--- src/rtl/hsl2rgb_pkg.sv ---
package hsl2rgb_pkg;

  // default fixed-point setup
  localparam int FRAC_BITS_DEF     = 12;
  localparam int HUE_FRAC_BITS_DEF = 4;

  // input field formats
  localparam int IN_FRAC   = 12;
  localparam int HUE_W     = 16;
  localparam int UNIT_IN_W = 13;
  localparam logic [UNIT_IN_W-1:0] IN_ONE = UNIT_IN_W'(4096);

  // stream word widths
  localparam int CHAN_W      = 8;
  localparam int IN_TDATA_W  = 48;
  localparam int OUT_TDATA_W = 24;

  // 60 degree hue sectors, red toward magenta
  typedef enum logic [2:0] {
    SEC_RY = 3'd0,
    SEC_YG = 3'd1,
    SEC_GC = 3'd2,
    SEC_CB = 3'd3,
    SEC_BM = 3'd4,
    SEC_MR = 3'd5
  } sector_t;

endpackage

--- src/rtl/hsl2rgb_byte.sv ---
module hsl2rgb_byte
  import hsl2rgb_pkg::*;
#(
  parameter int FRAC_BITS = FRAC_BITS_DEF
) (
  input  logic signed [FRAC_BITS+3:0] twice,
  output logic        [CHAN_W-1:0]    value
);

  localparam int TW_W = FRAC_BITS + 4;
  localparam int P_W  = TW_W + 8;

  logic [P_W-1:0]           prod;
  logic [P_W-FRAC_BITS-2:0] scaled;

  // times 255 as shift and subtract, then drop FRAC_BITS+1 fraction bits
  always_comb begin
    prod   = {twice, 8'b0} - {8'b0, twice};
    scaled = prod[P_W-1:FRAC_BITS+1];
    if (twice[TW_W-1] || (twice == '0)) begin
      value = '0;
    end else if (|scaled[P_W-FRAC_BITS-2:CHAN_W]) begin
      value = '1;
    end else begin
      value = scaled[CHAN_W-1:0];
    end
  end

endmodule

--- src/rtl/hsl_to_rgb_converter_core.sv ---
// hsl to rgb pixel converter, nine register stages
// throughput: one word per cycle while the output is taken; each stage holds one word and
//   moves on as soon as the stage after it is free, so bubbles close up under stall
// reset: synchronous active-high rst clears all stage valid bits
module hsl_to_rgb_converter_core
  import hsl2rgb_pkg::*;
#(
  parameter int FRAC_BITS     = FRAC_BITS_DEF,
  parameter int HUE_FRAC_BITS = HUE_FRAC_BITS_DEF
) (
  input  logic                   clk,
  input  logic                   rst,
  // s_axis_tdata: hue[15:0], saturation[28:16], lightness[41:29], zero pad
  input  logic                   s_axis_tvalid,
  output logic                   s_axis_tready,
  input  logic [IN_TDATA_W-1:0]  s_axis_tdata,
  // m_axis_tdata: red[7:0], green[15:8], blue[23:16]
  output logic                   m_axis_tvalid,
  input  logic                   m_axis_tready,
  output logic [OUT_TDATA_W-1:0] m_axis_tdata
);

  localparam int NS = 9;

  // unit values carry FRAC_BITS fraction bits and reach 1.0
  localparam int UNIT_W = FRAC_BITS + 1;
  localparam int UP     = (FRAC_BITS >= IN_FRAC) ? FRAC_BITS - IN_FRAC : 0;
  localparam int DN     = (FRAC_BITS >= IN_FRAC) ? 0 : IN_FRAC - FRAC_BITS;
  localparam logic [UNIT_W:0] ONE = (UNIT_W+1)'(1) << FRAC_BITS;

  // hue geometry
  localparam int HUE_SECTOR = 60 << HUE_FRAC_BITS;
  localparam int HUE_FULL   = HUE_SECTOR * 6;
  localparam int OFFSET     = HUE_FULL * ((32768 + HUE_FULL - 1) / HUE_FULL);
  localparam int HU_W       = $clog2(OFFSET + 32768);
  localparam int RH         = (1 << HU_W) / HUE_FULL;
  localparam int RH_W       = $clog2(RH + 1);
  localparam int HM_W       = $clog2(HUE_FULL);
  localparam int HS_W       = $clog2(HUE_SECTOR + 1);
  localparam logic [HU_W:0]   HF_C = (HU_W+1)'(HUE_FULL);
  localparam logic [HM_W-1:0] HS_M = HM_W'(HUE_SECTOR);
  localparam logic [HS_W-1:0] HS_F = HS_W'(HUE_SECTOR);

  // sector width is 15 * 2^(HUE_FRAC_BITS+2): shift, then divide by 15
  localparam int SEC_ODD = 15;
  localparam int V_W     = UNIT_W + HS_W - HUE_FRAC_BITS - 2;
  localparam int RX      = (1 << V_W) / SEC_ODD;
  localparam int RX_W    = $clog2(RX + 1);
  localparam logic [V_W-1:0] SEC_ODD_V = V_W'(SEC_ODD);

  localparam int TW_W = FRAC_BITS + 4;

  // stage valid bits and ready chain
  logic [NS-1:0] vld;
  logic [NS-1:0] rdy;
  logic [NS-1:0] vin;

  always_comb begin
    rdy[NS-1] = !vld[NS-1] || m_axis_tready;
    for (int k = NS - 2; k >= 0; k--) begin
      rdy[k] = !vld[k] || rdy[k+1];
    end
    vin = {vld[NS-2:0], s_axis_tvalid};
  end

  always_ff @(posedge clk) begin
    if (rst) begin
      vld <= '0;
    end else begin
      for (int k = 0; k < NS; k++) begin
        if (rdy[k]) begin
          vld[k] <= vin[k];
        end
      end
    end
  end

  assign s_axis_tready = rdy[0];
  assign m_axis_tvalid = vld[NS-1];

  // ---------------------------------------------------------------- stage 1
  // clamp and rescale s and l, offset hue to a non-negative value, 1-|2l-1|
  logic [HUE_W-1:0]           hue_in;
  logic [UNIT_IN_W-1:0]       sat_cl, lit_cl;
  logic [UNIT_IN_W+FRAC_BITS-1:0] sat_w, lit_w;
  logic [UNIT_W-1:0]          sat_u, lit_u;
  logic [UNIT_W:0]            lit_2x, lit_dev;
  logic [HU_W-1:0]            hu_in;

  always_comb begin
    hue_in = s_axis_tdata[HUE_W-1:0];
    sat_cl = s_axis_tdata[HUE_W+UNIT_IN_W-1:HUE_W];
    lit_cl = s_axis_tdata[HUE_W+2*UNIT_IN_W-1:HUE_W+UNIT_IN_W];
    if (sat_cl > IN_ONE) begin
      sat_cl = IN_ONE;
    end
    if (lit_cl > IN_ONE) begin
      lit_cl = IN_ONE;
    end
    sat_w  = ({{FRAC_BITS{1'b0}}, sat_cl} << UP) >> DN;
    lit_w  = ({{FRAC_BITS{1'b0}}, lit_cl} << UP) >> DN;
    sat_u  = sat_w[UNIT_W-1:0];
    lit_u  = lit_w[UNIT_W-1:0];
    lit_2x = {lit_u, 1'b0};
    if (lit_2x >= ONE) begin
      lit_dev = lit_2x - ONE;
    end else begin
      lit_dev = ONE - lit_2x;
    end
    hu_in = {{(HU_W-HUE_W){hue_in[HUE_W-1]}}, hue_in} + HU_W'(OFFSET);
  end

  logic [HU_W-1:0]   hu1;
  logic [UNIT_W-1:0] sat1, lit1, om1;

  always_ff @(posedge clk) begin
    if (rdy[0]) begin
      hu1  <= hu_in;
      sat1 <= sat_u;
      lit1 <= lit_u;
      om1  <= UNIT_W'(ONE - lit_dev);
    end
  end

  // ---------------------------------------------------------------- stage 2
  // hue quotient estimate by reciprocal, chroma product
  logic [HU_W+RH_W-1:0] qh_prod;
  assign qh_prod = hu1 * RH_W'(RH);

  logic [RH_W-1:0]     qh2;
  logic [HU_W-1:0]     hu2;
  logic [2*UNIT_W-1:0] cp2;
  logic [UNIT_W-1:0]   lit2;

  always_ff @(posedge clk) begin
    if (rdy[1]) begin
      qh2  <= qh_prod[HU_W+RH_W-1:HU_W];
      hu2  <= hu1;
      cp2  <= om1 * sat1;
      lit2 <= lit1;
    end
  end

  // ---------------------------------------------------------------- stage 3
  // hue remainder, estimate may be one low so correct once
  logic [HU_W:0] hdiff, hfix;

  always_comb begin
    hdiff = {1'b0, hu2} - (HU_W+1)'(qh2) * HF_C;
    hfix  = (hdiff >= HF_C) ? hdiff - HF_C : hdiff;
  end

  logic [HM_W-1:0]   hm3;
  logic [UNIT_W-1:0] c3, lit3;

  always_ff @(posedge clk) begin
    if (rdy[2]) begin
      hm3  <= hfix[HM_W-1:0];
      c3   <= cp2[FRAC_BITS+UNIT_W-1:FRAC_BITS];
      lit3 <= lit2;
    end
  end

  // ---------------------------------------------------------------- stage 4
  // sector and distance into it, mirrored in odd sectors
  logic [2:0]      sec_cnt;
  logic [HM_W-1:0] hrem;
  logic [HS_W-1:0] fdist;

  always_comb begin
    sec_cnt = '0;
    for (int k = 1; k < 6; k++) begin
      if (hm3 >= HM_W'(k * HUE_SECTOR)) begin
        sec_cnt = sec_cnt + 3'd1;
      end
    end
    hrem  = hm3 - HM_W'(sec_cnt) * HS_M;
    fdist = sec_cnt[0] ? HS_F - HS_W'(hrem) : HS_W'(hrem);
  end

  sector_t           sec4;
  logic [HS_W-1:0]   f4;
  logic [UNIT_W-1:0] c4, lit4;

  always_ff @(posedge clk) begin
    if (rdy[3]) begin
      sec4 <= sector_t'(sec_cnt);
      f4   <= fdist;
      c4   <= c3;
      lit4 <= lit3;
    end
  end

  // ---------------------------------------------------------------- stage 5
  // minor component numerator
  logic [UNIT_W+HS_W-1:0] xp5;
  sector_t                sec5;
  logic [UNIT_W-1:0]      c5, lit5;

  always_ff @(posedge clk) begin
    if (rdy[4]) begin
      xp5  <= c4 * f4;
      sec5 <= sec4;
      c5   <= c4;
      lit5 <= lit4;
    end
  end

  // ---------------------------------------------------------------- stage 6
  // drop the power-of-two part of the sector width, reciprocal of 15
  logic [V_W-1:0] xv;
  assign xv = xp5[UNIT_W+HS_W-1:HUE_FRAC_BITS+2];

  logic [V_W+RX_W-1:0] qx6;
  logic [V_W-1:0]      v6;
  sector_t             sec6;
  logic [UNIT_W-1:0]   c6, lit6;

  always_ff @(posedge clk) begin
    if (rdy[5]) begin
      qx6  <= xv * RX_W'(RX);
      v6   <= xv;
      sec6 <= sec5;
      c6   <= c5;
      lit6 <= lit5;
    end
  end

  // ---------------------------------------------------------------- stage 7
  // quotient may be one low, fix with the remainder
  logic [RX_W-1:0] qx;
  logic [V_W-1:0]  xrem;

  always_comb begin
    qx   = qx6[V_W+RX_W-1:V_W];
    xrem = v6 - V_W'(qx) * SEC_ODD_V;
  end

  logic [UNIT_W-1:0] x7, c7, lit7;
  sector_t           sec7;

  always_ff @(posedge clk) begin
    if (rdy[6]) begin
      x7   <= UNIT_W'(qx) + UNIT_W'(xrem >= SEC_ODD_V);
      sec7 <= sec6;
      c7   <= c6;
      lit7 <= lit6;
    end
  end

  // ---------------------------------------------------------------- stage 8
  // route chroma and minor component, add offset at twice the scale
  logic [UNIT_W-1:0] rp, gp, bp;

  function automatic logic signed [TW_W-1:0] chan_twice(
    input logic [UNIT_W-1:0] comp,
    input logic [UNIT_W-1:0] lit,
    input logic [UNIT_W-1:0] chroma
  );
    logic signed [TW_W-1:0] tw;
    tw = $signed({2'b0, comp, 1'b0}) + $signed({2'b0, lit, 1'b0})
       - $signed({3'b0, chroma});
    return tw;
  endfunction

  always_comb begin
    rp = '0;
    gp = '0;
    bp = '0;
    unique case (sec7)
      SEC_RY: begin
        rp = c7;
        gp = x7;
      end
      SEC_YG: begin
        rp = x7;
        gp = c7;
      end
      SEC_GC: begin
        gp = c7;
        bp = x7;
      end
      SEC_CB: begin
        gp = x7;
        bp = c7;
      end
      SEC_BM: begin
        bp = c7;
        rp = x7;
      end
      default: begin
        bp = x7;
        rp = c7;
      end
    endcase
  end

  logic signed [TW_W-1:0] tr8, tg8, tb8;

  always_ff @(posedge clk) begin
    if (rdy[7]) begin
      tr8 <= chan_twice(rp, lit7, c7);
      tg8 <= chan_twice(gp, lit7, c7);
      tb8 <= chan_twice(bp, lit7, c7);
    end
  end

  // ---------------------------------------------------------------- stage 9
  // scale to 8 bits and clamp, output register
  logic [CHAN_W-1:0] red_b, green_b, blue_b;

  hsl2rgb_byte #(.FRAC_BITS(FRAC_BITS)) u_byte_r (.twice(tr8), .value(red_b));
  hsl2rgb_byte #(.FRAC_BITS(FRAC_BITS)) u_byte_g (.twice(tg8), .value(green_b));
  hsl2rgb_byte #(.FRAC_BITS(FRAC_BITS)) u_byte_b (.twice(tb8), .value(blue_b));

  logic [CHAN_W-1:0] red9, green9, blue9;

  always_ff @(posedge clk) begin
    if (rdy[8]) begin
      red9   <= red_b;
      green9 <= green_b;
      blue9  <= blue_b;
    end
  end

  assign m_axis_tdata = {blue9, green9, red9};

  // ---------------------------------------------------------------- checks
  // an empty output stage means the whole pipe can move
  a_ready_when_out_empty: assert property (
    @(posedge clk) disable iff (rst) !m_axis_tvalid |-> s_axis_tready
  ) else $error("input not ready with empty output stage");

  // input backpressure only comes from a stalled output word
  a_stall_source: assert property (
    @(posedge clk) disable iff (rst)
      !s_axis_tready |-> (m_axis_tvalid && !m_axis_tready)
  ) else $error("input stalled without output backpressure");

  // an accepted word lands in the first stage
  a_accept_lands: assert property (
    @(posedge clk) disable iff (rst)
      (s_axis_tvalid && s_axis_tready) |=> vld[0]
  ) else $error("accepted word lost at first stage");

  // a stalled output word is not dropped
  a_out_held: assert property (
    @(posedge clk) disable iff (rst)
      (m_axis_tvalid && !m_axis_tready) |=> (m_axis_tvalid && $stable(m_axis_tdata))
  ) else $error("stalled output word changed");

endmodule

--- config.mk ---
export PLATFORM = sky130hd
export DESIGN_NAME = hsl_to_rgb_converter_core
export DESIGN_NICKNAME = d
export VERILOG_FILES = /design/src/rtl/hsl2rgb_pkg.sv /design/src/rtl/hsl2rgb_byte.sv /design/src/rtl/hsl_to_rgb_converter_core.sv
export SDC_FILE = /design/constraint.sdc
export NUM_CORES = 2
export LEC_CHECK = 0
export BUFFER_PORTS_ARGS = -buffer_cell sky130_fd_sc_hd__buf_4
export CORE_ASPECT_RATIO = 1.1
export CORE_MARGIN = 1.5
export CORE_UTILIZATION = 30
export CTS_BUF_LIST = sky130_fd_sc_hd__clkbuf_8 sky130_fd_sc_hd__clkbuf_16
export DETAILED_ROUTE_END_ITERATION = 6
export GPL_TIMING_DRIVEN = 0
export SYNTH_ARGS = -nofsm -noshare
export SYNTH_HDL_FRONTEND = slang
export SYNTH_SLANG_ARGS = --single-unit
--- constraint.sdc ---
create_clock -name clk -period 6.3 [get_ports clk]
set_clock_uncertainty 0.1 [all_clocks]
set_input_delay 0.315 -clock clk [delete_from_list [all_inputs] [get_ports clk]]
set_output_delay 0.315 -clock clk [all_outputs]
set_load 0.03 [all_outputs]
* Yosys cells after proc, flatten, opt, wreduce, memory -nomap -nowiden
Cells that the tools add are included.
** Storage, ports and cells
- Input port bits :: 52
- Output and inout port bits :: 26
- Word-level logic and storage cells :: 136
- Flip-flop bits (word level) :: 445
** Cells by class
- Multipliers :: 7
- Multiplexer cells :: 15
- Reduce and logical (&&, ||, !) cells :: 34
- Magnitude comparators :: 10
- Eq/ne operators :: 4
- Add/subtract/negate cells :: 23
** Operator list (count)
- 13-bit case mux with 2 select lines :: 3
- 24-bit by 16-bit subtractor with 24-bit output :: 3
- 16-bit logical NOT :: 3
- 15-bit by 13-bit subtractor with 16-bit output :: 3
- 14-bit by 14-bit adder with 15-bit output :: 3
- 13-bit 2-to-1 mux :: 3
- 17-bit by 13-bit multiplier with 30-bit output, second input constant :: 1
- 13-bit by 12-bit greater-or-equal comparator with 1-bit output, second input constant :: 2
- 13-bit > comparator, second input constant :: 2
- 13-bit subtractor, first input constant :: 2
- 13-bit subtractor, second input constant :: 2
- 13-bit by 13-bit multiplier with 25-bit output :: 1
- 8-bit 2-to-1 mux :: 3
- 13-bit by 10-bit multiplier with 23-bit output :: 1
- 17-bit by 4-bit multiplier with 21-bit output, second input constant :: 1
- 18-bit by 13-bit greater-or-equal comparator with 1-bit output, second input constant :: 1
- 17-bit by 18-bit subtractor with 18-bit output :: 1
- 17-bit by 16-bit adder with 17-bit output, second input constant :: 1
- 17-bit by 4-bit greater-or-equal comparator with 1-bit output, second input constant :: 1
- 14-bit by 4-bit multiplier with 17-bit output, second input constant :: 1
- 17-bit subtractor :: 1
- 14-bit by 13-bit greater-or-equal comparator with 1-bit output, second input constant :: 1
- 13-bit by 1-bit adder with 13-bit output :: 1
- 13-bit by 10-bit greater-or-equal comparator with 1-bit output, second input constant :: 1
- other kinds (18) :: 51

* Logic depth before layout (Yosys ltp)
- Depth in word-level cells :: 14
- Depth in mapped cells :: 21

* Hierarchy
A second synthesis with hierarchy kept.
** Unflattened totals
- Cells, all modules :: 3046
- Area total of the unflattened synthesis :: 33264.4 um^2
** By module, submodules not included
- hsl_to_rgb_converter_core :: seq. area each 12131.6 um^2, cells each 2827, times used 1, area each 31661.6 um^2
- hsl2rgb_byte :: seq. area each 0.0 um^2, cells each 73, times used 3, area each 534.3 um^2

* Least setup slack after synthesis
Ideal clock, no wire load.
- Path type :: register to register
- Start :: register sat1[12]
- End :: register cp2[24] (data pin)
- Cell stages (with the launch flop) :: 20
- Data arrival time :: 5172 ps
- Path buffers :: 1
- Library setup time :: 260 ps
- Clock period less this slack :: 5532 ps
- Required time :: 5940 ps
- Setup slack :: 768 ps
- Cell sequence :: edfxtp_1 clkbuf_1 nand2_1 fa_1 inv_1 fa_1 fa_1 inv_1 fa_1 inv_1 fa_1 ha_1 o21a_1 o21ai_0 nand2b_1 nor4b_1 nor3_1 o41ai_1 a21oi_1 xnor2_1
** On the way
- Cells in the longest elaborated chain, start to end :: 1
** RTL lines
- start: declaration :: line hsl_to_rgb_converter_core.sv:114 : logic [UNIT_W-1:0] sat1, lit1, om1;
- start signal: assignment :: line hsl_to_rgb_converter_core.sv:119 : sat1 <= sat_u;
- 13-bit by 13-bit multiplier with 25-bit output :: line hsl_to_rgb_converter_core.sv:139 : cp2 <= om1 * sat1;
- end signal: assignment :: line hsl_to_rgb_converter_core.sv:139
- end: declaration :: line hsl_to_rgb_converter_core.sv:132 : logic [2*UNIT_W-1:0] cp2;
No other way between the ends.
A chain may end at the register's enable or synchronous reset.

* Worst setup path in the final report
- Start :: register om1[5]
- End :: register cp2[22] (data pin)
** On the way
- Cells in the longest elaborated chain, start to end :: 1
** RTL lines
- start: declaration :: line hsl_to_rgb_converter_core.sv:114
- start signal: assignment :: line hsl_to_rgb_converter_core.sv:121 : om1 <= UNIT_W'(ONE - lit_dev);
- 13-bit by 13-bit multiplier with 25-bit output :: line hsl_to_rgb_converter_core.sv:139
No other way between the ends.

==> run_results.csv <==
group,metric,value,unit
run_status,status,"finished with violations",
run_status,violations,"design-rule violations",
critical_path,worstPathMaxFanout,10,
final_layout,multi_input_area,18630,um2
drt,antenna_left,0,
final_layout,fill_cells,10770,
placed_design,place.gp.congestion,0.8920,
yosys,synth_most_common_cell,"inv_1",
floorplan,die_x,319.8,um
drt,vias_per_cell,4.511,
floorplan,die-area,112400,um2
critical_path,start_kind,"register",
floorplan,die_y,351.5,um
drt,wl_per_cell,13.90,um
floorplan,core,109200,um2
clock_tree,cts.htree.levels,2,
critical_path,cp.required,6540,ps
critical_path,critical_path_class,"register to register",
clock_tree,cts_tree,"built",
global_route,grt_usage,11.72,%
clock_tree,clockRootBuffer,"clkbuf_16",
yosys,synth_area,33110,um2
yosys,syn_inst,3020,
timing,finalCritPeriodShare,94.46,%
final_layout,postLayoutCoreUtil,34.37,%
timing,slew_viol_final,0,
global_route,grt_first_pass_wirelength,107600,um
yosys,syn_nets,3753,
timing,finalSetupTns,0,ps
critical_path,slowest_delay,560,ps
clock_tree,clock_tree.buffer_depth,3,
yosys,synthTopCellsByArea,"edfxtp_1, fa_1, ha_1",
final_layout,area.sequential,12130,um2
global_route,grt_max_degree,57,
yosys,ys.flop_type,"edfxtp_1",
placed_design,dp_hpwl,51850,um
yosys,yosysWarnings,0,
flow_run,drv_cap,0,
final_layout,diodes,0,
floorplan,ios,78,
yosys,syn_avg_cell_area,10.96,um2
yosys,synth_edf_count,398,
timing,timing_hold_violations_final,0,
yosys,synth_top_area_share,36.09,%
floorplan,rows,127,
yosys,async_flop_share,0,%
yosys,yosysSeqAreaShare,36.64,%
critical_path,setup.worst_path.start,"om1[5]",
clock_tree,clock_sinks,407,
min_path,min-delay-path-class,"input port to register",
clock_tree,cts.reportedPaths.clkPinSlew,60,ps
min_path,hold_start,"s_axis_tdata[9]",
timing,worstMarginPinSlew,1320,ps
timing,fmax,0.1680,GHz
placed_design,port_buffers,68,
global_route,antenna_found_initial,0,
drt,drc,4,
drt,dr.first_iter.drc_count,1021,
critical_path,crit_top_cell,"inv_1",
yosys,synth_top_area_cell,"edfxtp_1",
yosys,ys_ff_latch,407,
timing,relSlewSlack,10.83,%
timing,timing.hold.ws,47.12,ps
drt,drtPass1Iterations,7,
timing,final-setup-viol-count,0,
critical_path,crit_path_end_kind,"register",
critical_path,r2r-start,"om1[5]",
floorplan,start_util,30.33,%
critical_path,rrSetupSlack,350,ps
yosys,synth_cell_types,75,
yosys,ys_top_cells_by_count,"inv_1, edfxtp_1, ha_1, fa_1, nand2_1",
global_route,grt_overflow,0,
timing,rsz0062_at_grt,"false",
final_layout,area_growth_syn_to_layout,13.30,%
final_layout,nets,3908,
critical_path,path_cells,"clkbuf_2 -> nand2_1 -> fa_1 -> inv_1 -> fa_1 -> inv_1 -> fa_1 -> inv_1 -> ha_1 -> inv_1 -> fa_1 -> inv_1 -> ha_1 -> a2111oi_0 -> o21ai_1 -> a31oi_2 -> nor4b_2 -> nor3_1 -> o21bai_1 -> a21oi_1 -> xnor2_1",
clock_tree,cts_buffers,47,
drt,wl,64420,um
clock_tree,clk_latency,610,ps
global_route,grt_pass1_vias,21700,
drt,num_vias,20900,
critical_path,worst_path_max_delay_cell,"fa_1",
critical_path,arrival,6190,ps
final_layout,drive_gt1_share,6.565,%
timing,finalCriticalPeriod,5951,ps
-- final cells by class --
class / count / share of cell area (%)
inverter: 570 / 5.703
timing repair buffer: 108 / 2.561
sequential: 407 / 32.34
clock inverter: 38 / 1.011
tap: 1419 / 4.732
buffer: 64 / 0.7304
multi-input combinational: 1977 / 49.65
clock buffer: 50 / 3.275
-- per-stage QoR --
step / area, um2 / worst slack, ps / std cells
floorplan: 33110 / 768.2 / 3020
global placement: 35400 / -516.1 / 4507
detailed placement: 35530 / -105.2 / 4512
CTS: 37490 / 26.36 / 4635
global route: 37520 / 1.027 / 4633
finish: 37520 / 348.7 / 4633
-- worst max-delay path: cells and delay by family (launching register included) --
family / cells / cell delay, ps
AO/OA/AOI/OAI: 5 / 1340
AND/OR/NAND/NOR: 3 / 530
buffers and inverters: 6 / 540
adder cells (fa/ha/maj): 6 / 2690
flip-flops: 1 / 440
XOR/XNOR: 1 / 80
-- final timing paths --
check                           endpoint  cells past startpoint
worst max-delay path             cp2[22]                     21
worst min-delay path             hu1[11]                      3
worst max register to register   cp2[22]                     21
worst min register to register     c4[1]                      0
-- cells by family after synthesis --
group | after synthesis | synth area share (%)
simple gates | 725 | 10.98
flops | 407 | 36.64
compound gates | 377 | 7.402
mux | 7 | 0.2229
buf+inv | 636 | 7.236
fa+ha+maj | 681 | 32.58
xor+xnor | 187 | 4.946
-- sequential cells by signal, summed over array words and instances (netlist names), 14 cells and up --
register	count
tb8	15
xp5	17
hu1	17
tg8	15
tr8	16
hu2	17
qx6	14
v6	17
-- cell usage in the layout (no fill, tap or decap), drive strengths merged, types with 12 or more instances in the layout --
cell type      n
a31oi         20
nand2b        21
nor2         104
and2         137
a22o          13
inv          586
a21o          45
clkinv        12
nor4          14
buf           75
clkbuf       112
o21bai        12
xor2          53
a21oi        118
a22oi         13
ha           379
nor2b         44
o21ai         63
nand2        251
dlygate4sd3   35
xnor2        134
and3          19
nand4         13
or2           13
nand3         35
edfxtp       398
nor3          48
fa           302
-- metal layers --
metal / up-vias / track usage, % / wire length (um)
met4: 0 / 3.732 / 1938
li1: 10350 / - / -
met5: - / 0 / 0
met3: 133 / 1.878 / 3021
met2: 420 / 20.50 / 30770
met1: 9998 / 14.77 / 28690
-- repair_timing --
item,4_1_cts,5_1_grt
setup buffers,0,0
pin swaps,0,1
hold buffers,35,0
setup endpoints to repair,2,6
gates resized for setup,5,32
hold endpoints to repair,40,0
Power is left out: the tool's default activity adds up to more than one toggle a clock period on the data nets, which glitch-free logic cannot reach.
